<file path="src/rtl/fpse_pkg.sv">
`timescale 1ns / 1ps
// Shared types, constants and the fraction table of the fixed-point exp2 and sigmoid core.
// Depends on nothing; every other file refers to it by scoped names.
package fpse_pkg;

    localparam int OPND_W = 32;
    localparam int RES_W  = 31;
    localparam int LUT_W  = 15;
    localparam int DEN_W  = 22;
    localparam int DIV_N  = 11;
    localparam int STG_N  = DIV_N + 4;

    localparam logic OP_EXP2    = 1'b0;
    localparam logic OP_SIGMOID = 1'b1;

    localparam logic signed [OPND_W-1:0] EXP_LO = 32'shF000_0000;
    localparam logic signed [OPND_W-1:0] EXP_HI = 32'sh0F00_0000;
    localparam logic signed [OPND_W-1:0] SIG_LIM_POS = 32'sd7168;
    localparam logic signed [OPND_W-1:0] SIG_LIM_NEG = -32'sd7168;
    localparam logic signed [25:0] ARG_MUL = 26'sd1477;

    localparam logic [RES_W-1:0] POW_MAX = 31'h7fff_ffff;
    localparam logic [RES_W-1:0] POW_MIN = 31'd1;
    localparam logic [RES_W-1:0] SIG_ONE = 31'd1024;
    localparam logic [DEN_W-1:0] DEN_BIAS = 22'd1024;
    localparam logic [DEN_W-1:0] REM_INIT = 22'd512;

    localparam logic [LUT_W-1:0] FRAC_LUT [32] = '{
        15'd16562, 15'd16925, 15'd17295, 15'd17674, 15'd18061, 15'd18456, 15'd18861, 15'd19274,
        15'd19696, 15'd20127, 15'd20568, 15'd21018, 15'd21478, 15'd21949, 15'd22429, 15'd22920,
        15'd23422, 15'd23935, 15'd24459, 15'd24995, 15'd25542, 15'd26102, 15'd26673, 15'd27257,
        15'd27854, 15'd28464, 15'd29087, 15'd29724, 15'd30375, 15'd31040, 15'd31720, 15'd32415
    };

    typedef struct packed {
        logic op;
        logic sat_zero;
        logic sat_one;
    } t_ctl;

endpackage

</file>
<file path="src/rtl/fpse_if.sv">
`timescale 1ns / 1ps
// Request and result channel interfaces of the fixed-point exp2 and sigmoid core.
// Depends on fpse_pkg for the field widths.
interface fpse_in_if;
    logic                              valid;
    logic                              ready;
    logic                              operation;
    logic signed [fpse_pkg::OPND_W-1:0] operand;

    modport source (output valid, output operation, output operand, input ready);
    modport sink (input valid, input operation, input operand, output ready);
endinterface

interface fpse_out_if;
    logic                        valid;
    logic                        ready;
    logic [fpse_pkg::RES_W-1:0]  result;

    modport source (output valid, output result, input ready);
    modport sink (input valid, input result, output ready);
endinterface

</file>
<file path="src/rtl/fpse_div_step.sv">
`timescale 1ns / 1ps
// One registered step of the restoring divider that forms the sigmoid quotient.
// Depends on fpse_pkg for widths and the control struct.
module fpse_div_step (
    input  logic                           i_clk,
    input  logic                           i_rst_n,
    input  logic                           i_en,
    input  logic                           i_vld,
    input  fpse_pkg::t_ctl                 i_ctl,
    input  logic [fpse_pkg::RES_W-1:0]     i_pow,
    input  logic [fpse_pkg::DEN_W-1:0]     i_den,
    input  logic [fpse_pkg::DEN_W-1:0]     i_rem,
    input  logic [fpse_pkg::DIV_N-1:0]     i_quo,
    output logic                           o_vld,
    output fpse_pkg::t_ctl                 o_ctl,
    output logic [fpse_pkg::RES_W-1:0]     o_pow,
    output logic [fpse_pkg::DEN_W-1:0]     o_den,
    output logic [fpse_pkg::DEN_W-1:0]     o_rem,
    output logic [fpse_pkg::DIV_N-1:0]     o_quo
);
    logic [fpse_pkg::DEN_W:0]   w_trial;
    logic [fpse_pkg::DEN_W:0]   w_diff;
    logic                       w_bit;
    logic [fpse_pkg::DEN_W-1:0] n_rem;
    logic                       r_vld;
    fpse_pkg::t_ctl             r_ctl;
    logic [fpse_pkg::RES_W-1:0] r_pow;
    logic [fpse_pkg::DEN_W-1:0] r_den;
    logic [fpse_pkg::DEN_W-1:0] r_rem;
    logic [fpse_pkg::DIV_N-1:0] r_quo;

    always_comb begin
        w_trial = {i_rem, 1'b0};
        w_diff  = w_trial - {1'b0, i_den};
        w_bit   = (w_trial >= {1'b0, i_den});
        n_rem   = w_bit ? w_diff[fpse_pkg::DEN_W-1:0] : w_trial[fpse_pkg::DEN_W-1:0];
    end

    always_ff @(posedge i_clk) begin
        if (!i_rst_n) begin
            r_vld <= 1'b0;
        end else if (i_en) begin
            r_vld <= i_vld;
        end
    end

    always_ff @(posedge i_clk) begin
        if (i_en) begin
            r_ctl <= i_ctl;
            r_pow <= i_pow;
            r_den <= i_den;
            r_rem <= n_rem;
            r_quo <= {i_quo[fpse_pkg::DIV_N-2:0], w_bit};
        end
    end

    assign o_vld = r_vld;
    assign o_ctl = r_ctl;
    assign o_pow = r_pow;
    assign o_den = r_den;
    assign o_rem = r_rem;
    assign o_quo = r_quo;
endmodule

</file>
<file path="src/rtl/fixed_point_sigmoid_exp2_core.sv">
`timescale 1ns / 1ps
// Top level of the fixed-point base-two exponential and sigmoid core.
// Depends on fpse_pkg, the fpse_in_if and fpse_out_if interfaces and fpse_div_step.
//
// Usage: each request on i_req carries an operation and a signed 32-bit operand.
// Operation OP_EXP2 reads the operand as Q8.24 and returns 2^x in Q16.16;
// operation OP_SIGMOID reads it as Q22.10 and returns the logistic function in
// Q22.10 (0 to 1024). Every request yields exactly one result on o_res, in order.
// The datapath is a 15-stage pipeline: an argument stage with the log2(e)
// multiply, a table stage, a shift stage, eleven restoring-divider steps (one
// quotient bit each) and the output register. One request is accepted every
// cycle while i_req.ready is high.
// When the receiver stalls, results pile up in the pipeline; empty stages still
// close up, so i_req.ready only falls once every stage holds a request.
// Synchronous reset clears all stage valid bits; data registers are not reset.
module fixed_point_sigmoid_exp2_core (
    input  logic         i_clk,
    input  logic         i_rst_n,
    fpse_in_if.sink      i_req,
    fpse_out_if.source   o_res
);
    logic [fpse_pkg::STG_N-1:0] w_vld;
    logic [fpse_pkg::STG_N-1:0] w_adv;

    // Argument stage.
    logic [13:0]                         w_neg;
    logic signed [25:0]                  w_prod;
    logic signed [fpse_pkg::OPND_W-1:0]  w_arg;
    fpse_pkg::t_ctl                      n_a_ctl;
    logic                                r_a_vld;
    fpse_pkg::t_ctl                      r_a_ctl;
    logic signed [fpse_pkg::OPND_W-1:0]  r_a_x;

    // Table stage.
    logic                                r_b_vld;
    fpse_pkg::t_ctl                      r_b_ctl;
    logic                                r_b_lo;
    logic                                r_b_hi;
    logic                                r_b_fz;
    logic [4:0]                          r_b_n;
    logic [fpse_pkg::LUT_W-1:0]          r_b_lut;

    // Shift stage.
    logic signed [5:0]                   w_sh;
    logic [5:0]                          w_rsh;
    logic [fpse_pkg::RES_W-1:0]          w_lut_ext;
    logic [fpse_pkg::RES_W-1:0]          n_c_pow;
    logic [fpse_pkg::DEN_W-1:0]          n_c_den;
    logic                                r_c_vld;
    fpse_pkg::t_ctl                      r_c_ctl;
    logic [fpse_pkg::RES_W-1:0]          r_c_pow;
    logic [fpse_pkg::DEN_W-1:0]          r_c_den;

    // Divider chain, entry 0 fed by the shift stage.
    logic                                w_dv_vld [fpse_pkg::DIV_N+1];
    fpse_pkg::t_ctl                      w_dv_ctl [fpse_pkg::DIV_N+1];
    logic [fpse_pkg::RES_W-1:0]          w_dv_pow [fpse_pkg::DIV_N+1];
    logic [fpse_pkg::DEN_W-1:0]          w_dv_den [fpse_pkg::DIV_N+1];
    logic [fpse_pkg::DEN_W-1:0]          w_dv_rem [fpse_pkg::DIV_N+1];
    logic [fpse_pkg::DIV_N-1:0]          w_dv_quo [fpse_pkg::DIV_N+1];

    // Output stage.
    fpse_pkg::t_ctl                      w_o_ctl;
    logic [fpse_pkg::RES_W-1:0]          n_o_res;
    logic                                r_o_vld;
    logic [fpse_pkg::RES_W-1:0]          r_o_res;

    // A stage moves when the receiver is ready or it or any stage after it is empty.
    always_comb begin
        w_vld[0] = r_a_vld;
        w_vld[1] = r_b_vld;
        w_vld[2] = r_c_vld;
        for (int j = 0; j < fpse_pkg::DIV_N; j++) begin
            w_vld[3 + j] = w_dv_vld[j + 1];
        end
        w_vld[fpse_pkg::STG_N-1] = r_o_vld;
        for (int k = 0; k < fpse_pkg::STG_N; k++) begin
            w_adv[k] = o_res.ready ||
                ((w_vld | ((fpse_pkg::STG_N'(1) << k) - fpse_pkg::STG_N'(1))) != '1);
        end
    end

    assign i_req.ready = w_adv[0];

    always_comb begin
        w_neg  = 14'(~i_req.operand[13:0]) + 14'd1;
        w_prod = $signed({{12{w_neg[13]}}, w_neg}) * fpse_pkg::ARG_MUL;
        w_arg  = {{2{w_prod[25]}}, w_prod[25:0], 4'b0000};
        n_a_ctl.op       = i_req.operation;
        n_a_ctl.sat_zero = (i_req.operand <= fpse_pkg::SIG_LIM_NEG);
        n_a_ctl.sat_one  = (i_req.operand >= fpse_pkg::SIG_LIM_POS);
    end

    always_ff @(posedge i_clk) begin
        if (!i_rst_n) begin
            r_a_vld <= 1'b0;
            r_b_vld <= 1'b0;
            r_c_vld <= 1'b0;
            r_o_vld <= 1'b0;
        end else begin
            if (w_adv[0]) begin
                r_a_vld <= i_req.valid;
            end
            if (w_adv[1]) begin
                r_b_vld <= r_a_vld;
            end
            if (w_adv[2]) begin
                r_c_vld <= r_b_vld;
            end
            if (w_adv[fpse_pkg::STG_N-1]) begin
                r_o_vld <= w_dv_vld[fpse_pkg::DIV_N];
            end
        end
    end

    always_ff @(posedge i_clk) begin
        if (w_adv[0]) begin
            r_a_ctl <= n_a_ctl;
            r_a_x   <= (i_req.operation == fpse_pkg::OP_SIGMOID) ? w_arg : i_req.operand;
        end
        if (w_adv[1]) begin
            r_b_ctl <= r_a_ctl;
            r_b_lo  <= (r_a_x <= fpse_pkg::EXP_LO);
            r_b_hi  <= (r_a_x >= fpse_pkg::EXP_HI);
            r_b_fz  <= (r_a_x[23:0] == 24'd0);
            r_b_n   <= r_a_x[28:24];
            r_b_lut <= fpse_pkg::FRAC_LUT[r_a_x[23:19]];
        end
        if (w_adv[2]) begin
            r_c_ctl <= r_b_ctl;
            r_c_pow <= n_c_pow;
            r_c_den <= n_c_den;
        end
        if (w_adv[fpse_pkg::STG_N-1]) begin
            r_o_res <= n_o_res;
        end
    end

    always_comb begin
        w_sh      = $signed({r_b_n[4], r_b_n}) + 6'sd2;
        w_rsh     = 6'(-w_sh);
        w_lut_ext = {{(fpse_pkg::RES_W - fpse_pkg::LUT_W){1'b0}}, r_b_lut};
        if (r_b_lo) begin
            n_c_pow = fpse_pkg::POW_MIN;
        end else if (r_b_hi) begin
            n_c_pow = fpse_pkg::POW_MAX;
        end else if (r_b_fz) begin
            n_c_pow = fpse_pkg::RES_W'(1) << {~r_b_n[4], r_b_n[3:0]};
        end else if (!w_sh[5]) begin
            n_c_pow = w_lut_ext << w_sh[4:0];
        end else begin
            n_c_pow = w_lut_ext >> w_rsh[3:0];
        end
        n_c_den = fpse_pkg::DEN_W'(n_c_pow[fpse_pkg::RES_W-1:6]) + fpse_pkg::DEN_BIAS;
    end

    assign w_dv_vld[0] = r_c_vld;
    assign w_dv_ctl[0] = r_c_ctl;
    assign w_dv_pow[0] = r_c_pow;
    assign w_dv_den[0] = r_c_den;
    assign w_dv_rem[0] = fpse_pkg::REM_INIT;
    assign w_dv_quo[0] = '0;

    for (genvar g = 0; g < fpse_pkg::DIV_N; g++) begin : g_div
        fpse_div_step u_step (
            .i_clk   (i_clk),
            .i_rst_n (i_rst_n),
            .i_en    (w_adv[3 + g]),
            .i_vld   (w_dv_vld[g]),
            .i_ctl   (w_dv_ctl[g]),
            .i_pow   (w_dv_pow[g]),
            .i_den   (w_dv_den[g]),
            .i_rem   (w_dv_rem[g]),
            .i_quo   (w_dv_quo[g]),
            .o_vld   (w_dv_vld[g + 1]),
            .o_ctl   (w_dv_ctl[g + 1]),
            .o_pow   (w_dv_pow[g + 1]),
            .o_den   (w_dv_den[g + 1]),
            .o_rem   (w_dv_rem[g + 1]),
            .o_quo   (w_dv_quo[g + 1])
        );
    end

    always_comb begin
        w_o_ctl = w_dv_ctl[fpse_pkg::DIV_N];
        if (w_o_ctl.op == fpse_pkg::OP_EXP2) begin
            n_o_res = w_dv_pow[fpse_pkg::DIV_N];
        end else if (w_o_ctl.sat_zero) begin
            n_o_res = '0;
        end else if (w_o_ctl.sat_one) begin
            n_o_res = fpse_pkg::SIG_ONE;
        end else begin
            n_o_res = fpse_pkg::RES_W'(w_dv_quo[fpse_pkg::DIV_N]);
        end
    end

    assign o_res.valid  = r_o_vld;
    assign o_res.result = r_o_res;
endmodule

</file>
<file path="src/flat_wrapper.sv">
// flat-port wrapper written by rule: the top's interface ports become plain ports
module fixed_point_sigmoid_exp2_core_flat 
  (i_clk, i_rst_n, i_req_valid, i_req_operation, i_req_operand, i_req_ready, o_res_valid, o_res_result, o_res_ready);
  fpse_in_if i_req_i ();
  fpse_out_if o_res_i ();
  input  logic i_clk;
  input  logic i_rst_n;
  input wire logic [$bits(i_req_i.valid)-1:0] i_req_valid;
  input wire logic [$bits(i_req_i.operation)-1:0] i_req_operation;
  input wire logic [$bits(i_req_i.operand)-1:0] i_req_operand;
  output wire logic [$bits(i_req_i.ready)-1:0] i_req_ready;
  output wire logic [$bits(o_res_i.valid)-1:0] o_res_valid;
  output wire logic [$bits(o_res_i.result)-1:0] o_res_result;
  input wire logic [$bits(o_res_i.ready)-1:0] o_res_ready;
  assign i_req_i.valid = i_req_valid;
  assign i_req_i.operation = i_req_operation;
  assign i_req_i.operand = i_req_operand;
  assign i_req_ready = i_req_i.ready;
  assign o_res_valid = o_res_i.valid;
  assign o_res_result = o_res_i.result;
  assign o_res_i.ready = o_res_ready;
  fixed_point_sigmoid_exp2_core u_core (.i_clk(i_clk), .i_rst_n(i_rst_n), .i_req(i_req_i), .o_res(o_res_i));
endmodule
</file>
<file path="config.mk">
export PLATFORM = sky130hd
export DESIGN_NAME = fixed_point_sigmoid_exp2_core_flat
export DESIGN_NICKNAME = d
export VERILOG_FILES = /design/src/rtl/fpse_pkg.sv /design/src/rtl/fpse_if.sv /design/src/rtl/fpse_div_step.sv /design/src/rtl/fixed_point_sigmoid_exp2_core.sv /design/src/flat_wrapper.sv
export SDC_FILE = /design/constraint.sdc
export NUM_CORES = 2
export LEC_CHECK = 0
export ABC_AREA = 1
export BUFFER_PORTS_ARGS = -buffer_cell sky130_fd_sc_hd__clkbuf_2
export CAP_MARGIN = 40
export CORE_MARGIN = 2
export CORE_UTILIZATION = 48
export DETAILED_ROUTE_END_ITERATION = 8
export PLACE_DENSITY = 0.66
export SKIP_LAST_GASP = 1
export SLEW_MARGIN = 20
export SYNTH_ARGS = -nofsm -noshare
export SYNTH_HDL_FRONTEND = slang
export SYNTH_SLANG_ARGS = --single-unit
</file>
<file path="constraint.sdc">
create_clock -name i_clk -period 16.2 [get_ports i_clk]
set_clock_uncertainty 0.15 [all_clocks]
set_input_delay 3.24 -clock i_clk [delete_from_list [all_inputs] [get_ports i_clk]]
set_output_delay 3.24 -clock i_clk [all_outputs]
set_load 0.01 [all_outputs]
</file>
==> summary.txt <==
Run status
  • Status: completed

Route
  • WL per Instance: 17.9 um
  • DRT antenna net count: 0
  • Vias: about 34k
  • DRT iter0 DRCs: approximately 2.6k
  • DRC viols: 0
  • Final WL: 113000 um
  • Pre-Repair DR Iteration Count: 5
  • Vias per inst: about 5.3

Synth
  • Largest area contributor in the netlist: edfxtp_1
  • Netlist cell types: 64
  • Ys flop type: edfxtp_1
  • Syn_area_per_cell: about 10 um^2
  • Post-synth EDFFs: a little over 900
  • #FFs+latches synth: between 900 and 1k
  • Cell count after synthesis: 4769
  • Post-synthesis async set-or-reset flop share: 0
  • Synth Cell Area: ~49000 um^2
  • Yosys warnings: 0
  • Synth area leaders: edfxtp_1 56%, ha_1 8.1%, nand2_1 5.9%
  • Register area share after synthesis: 0.564
  • Post-synth top area share: 0.558

Hold path
  • Hold_sp: u_core.g_div[4].u_step.o_pow[26]$_DFFE_PP_
  • Hold Path Depth: 0
  • HP Class: reg -> reg
  • Hold Path Sink: u_core.g_div[5].u_step.o_pow[26]$_DFFE_PP_

GRT
  • Grt total ovfl: 0
  • Antenna violations before repair: 1
  • Largest net degree at the start of global routing: 71
  • Number of global-route vias before repair: about 33k
  • First-pass GRT wire length: 179000 um
  • Gr usage total: 0.214

Floorplanning
  • FP Rows: around 120
  • Die W: between 300 and 400 um
  • Core ar.: 102000 um^2
  • Die span in y: ~320 um
  • DIE AREA: 105000 um^2
  • Initial Util: 0.484
  • IO Pins: 70

STA
  • Slew HR: 0.415
  • Tmin final: 9.77 ns
  • Max Slew Vio Count: 0
  • Setup violators final: 0
  • Fmax: roughly 100 MHz
  • Final period util: 0.603
  • RSZ-0062 raised after global routing: false
  • Final hold vios: 0
  • Setup TNS: 0 ns
  • Actual slew at the worst max-slew pin: just under 0.9 ns

Placement
  • PortBufs: 69
  • Placed cells: 6161
  • Post-DP HPWL: about 87000 um
  • GPL Wtd Cong: approximately 0.9

Critical path
  • Register-to-Register Path Depth: 10
  • Critical Setup Path Class: in -> out
  • Worst reg2reg path endpoint: u_core.r_c_pow[2]$_SDFFCE_PP0P_
  • CP required: roughly 13 ns
  • CP Capture Type: output port
  • Reg2Reg Setup Slack: ~12 ns
  • Crit-path max FO: 36
  • Worst setup SP type: input port
  • Arrival time at the worst endpoint: 6.38 ns
  • R2R Path Start: u_core.r_b_n[2]$_DFFE_PP_

Final layout
  • Area Growth Syn to Fin: 11.1%
  • Commonest non-fill, non-tap cell in the layout: edfxtp_1
  • Fin cells: 6340
  • Fraction of layout cells with a size suffix above 1: 0.0654
  • Commonest non-fill, non-tap cells in the layout: 917 x edfxtp_1, 777 x nand2_1, 627 x inv_1
  • ANT cells: 0
  • Filler cell count: ~9k
  • Post-layout net count: 5298

CTS
  • Clock latency on the worst-skew pair: 0.68 ns
  • Post CTS Setup Buffer Count: 0
  • Hold-fix buffers at CTS: 0
  • # H-tree levels: 3
  • # clock sinks: slightly above 900
  • Clock buffer depth: 3
  • TritonCTS Buffers: 96
  • CTS tree: yes
  • Resized cells post-CTS: 0
  • Clock-pin slew on the worst setup and hold paths: approximately 0.060 ns
  • Root buf cell: clkbuf_16

Job
  • Max cap viols: 0
-- flip-flops by register name, summed over array words and instances, names as in the netlist --
name	flops
u_core.r_c_den	22
u_core.g_div.u_step.o_ctl	33
u_core.r_a_x	32
u_core.o_res.valid	1
u_core.r_b_ctl	3
u_core.r_b_vld	1
u_core.r_a_ctl	3
u_core.g_div.u_step.o_vld	11
u_core.r_b_fz	1
u_core.r_b_hi	1
u_core.r_c_ctl	3
u_core.g_div.u_step.o_rem	220
u_core.r_b_n	5
u_core.r_b_lo	1
u_core.g_div.u_step.o_pow	341
u_core.r_a_vld	1
u_core.g_div.u_step.o_quo	66
u_core.o_res.result	31
u_core.r_b_lut	14
u_core.g_div.u_step.o_den	120
u_core.r_c_pow	21
u_core.r_c_vld	1
-- worst max-delay path, cell delays in order --
cell and delay [ns]:
clkbuf_2 0.09, nor2_2 0.28, nand3_4 0.09, buf_4 0.28, nor2_4 0.19, nand2_4 0.19, nor2_4 0.22, nand3_4 0.26
nor2_2 0.27, nand2_4 0.13, nor2_4 0.14, nand2_2 0.26, nor2_4 0.18, nand2_1 0.06, buf_4 0.29, clkbuf_2 0.19
-- logic make-up after synthesis --
kind of cell | synth area share
AND/OR/NAND/NOR | 0.153
flip-flops | 0.564
AO/OA/AOI/OAI | 0.0953
buffers and inverters | 0.0575
adder cells (fa/ha/maj) | 0.101
XOR/XNOR | 0.0289
multiplexers | 0.000456
other | 0.0000760
-- through the flow --
stage	hold WS (ns)	utilization	instance area, um^2	worst slack, ns
2_1_floorplan	0.250	-	49300	2.72
3_3_place_gp	0.251	0.502	51200	5.73
3_5_place_dp	0.255	0.506	51500	6.38
4_1_cts	0.254	0.537	54800	6.37
5_1_grt	0.268	0.538	54800	6.08
6_report	0.259	0.538	54800	6.43
-- layer usage --
metal / vias up / share of wire / global-route usage
li1: 16805 / - / -
met1: 15880 / 0.44 / 0.285
met2: 742 / 0.49 / 0.367
met3: 172 / 0.043 / 0.0284
met4: 0 / 0.026 / 0.0613
met5: - / 0 / 0
-- synthesized netlist by cell type (9+ instances only) --
cell,n
or2_2,22
a31oi_1,51
o21ai_0,200
a21boi_0,10
nand2_1,779
o211ai_1,17
nor2_1,475
o22ai_1,16
inv_1,632
clkbuf_1,33
xnor2_1,76
a211oi_1,9
nor3_1,50
nand3_1,263
o21a_1,20
a21oi_1,390
edfxtp_1,917
a21o_1,48
ha_1,319
xor2_1,82
dfxtp_1,15
nor2_4,10
nor4_1,27
a221oi_1,11
buf_2,41
fa_1,49
o21bai_1,22
nand4_1,78
-- area by class of cell --
| cell class | count | area (um^2) | share of cell area |
|---|---|---|---|
| Tap cell | 1368 | 1710 | 0.0312 |
| Sequential cell | 932 | 27800 | 0.508 |
| Clock inverter | 65 | 762 | 0.0139 |
| Multi-Input combinational cell | 3113 | 18700 | 0.341 |
| Inverter | 644 | 2420 | 0.0442 |
| Clock buffer | 112 | 2460 | 0.0449 |
| Timing Repair Buffer | 106 | 901 | 0.0164 |
-- how the worst max path moves through the flow --
stage                     slack [ns]     endpoint        start
after floorplan                 2.72  i_req_ready  o_res_ready
after global placement          5.73  i_req_ready  o_res_ready
after detailed placement        6.38  i_req_ready  o_res_ready
after CTS                       6.37  i_req_ready  o_res_ready
after global routing            6.08  i_req_ready  o_res_ready
final                           6.43  i_req_ready  o_res_ready
Power is left out: the tool's default activity adds up to more than one toggle a clock period on the data nets, which glitch-free logic cannot reach.
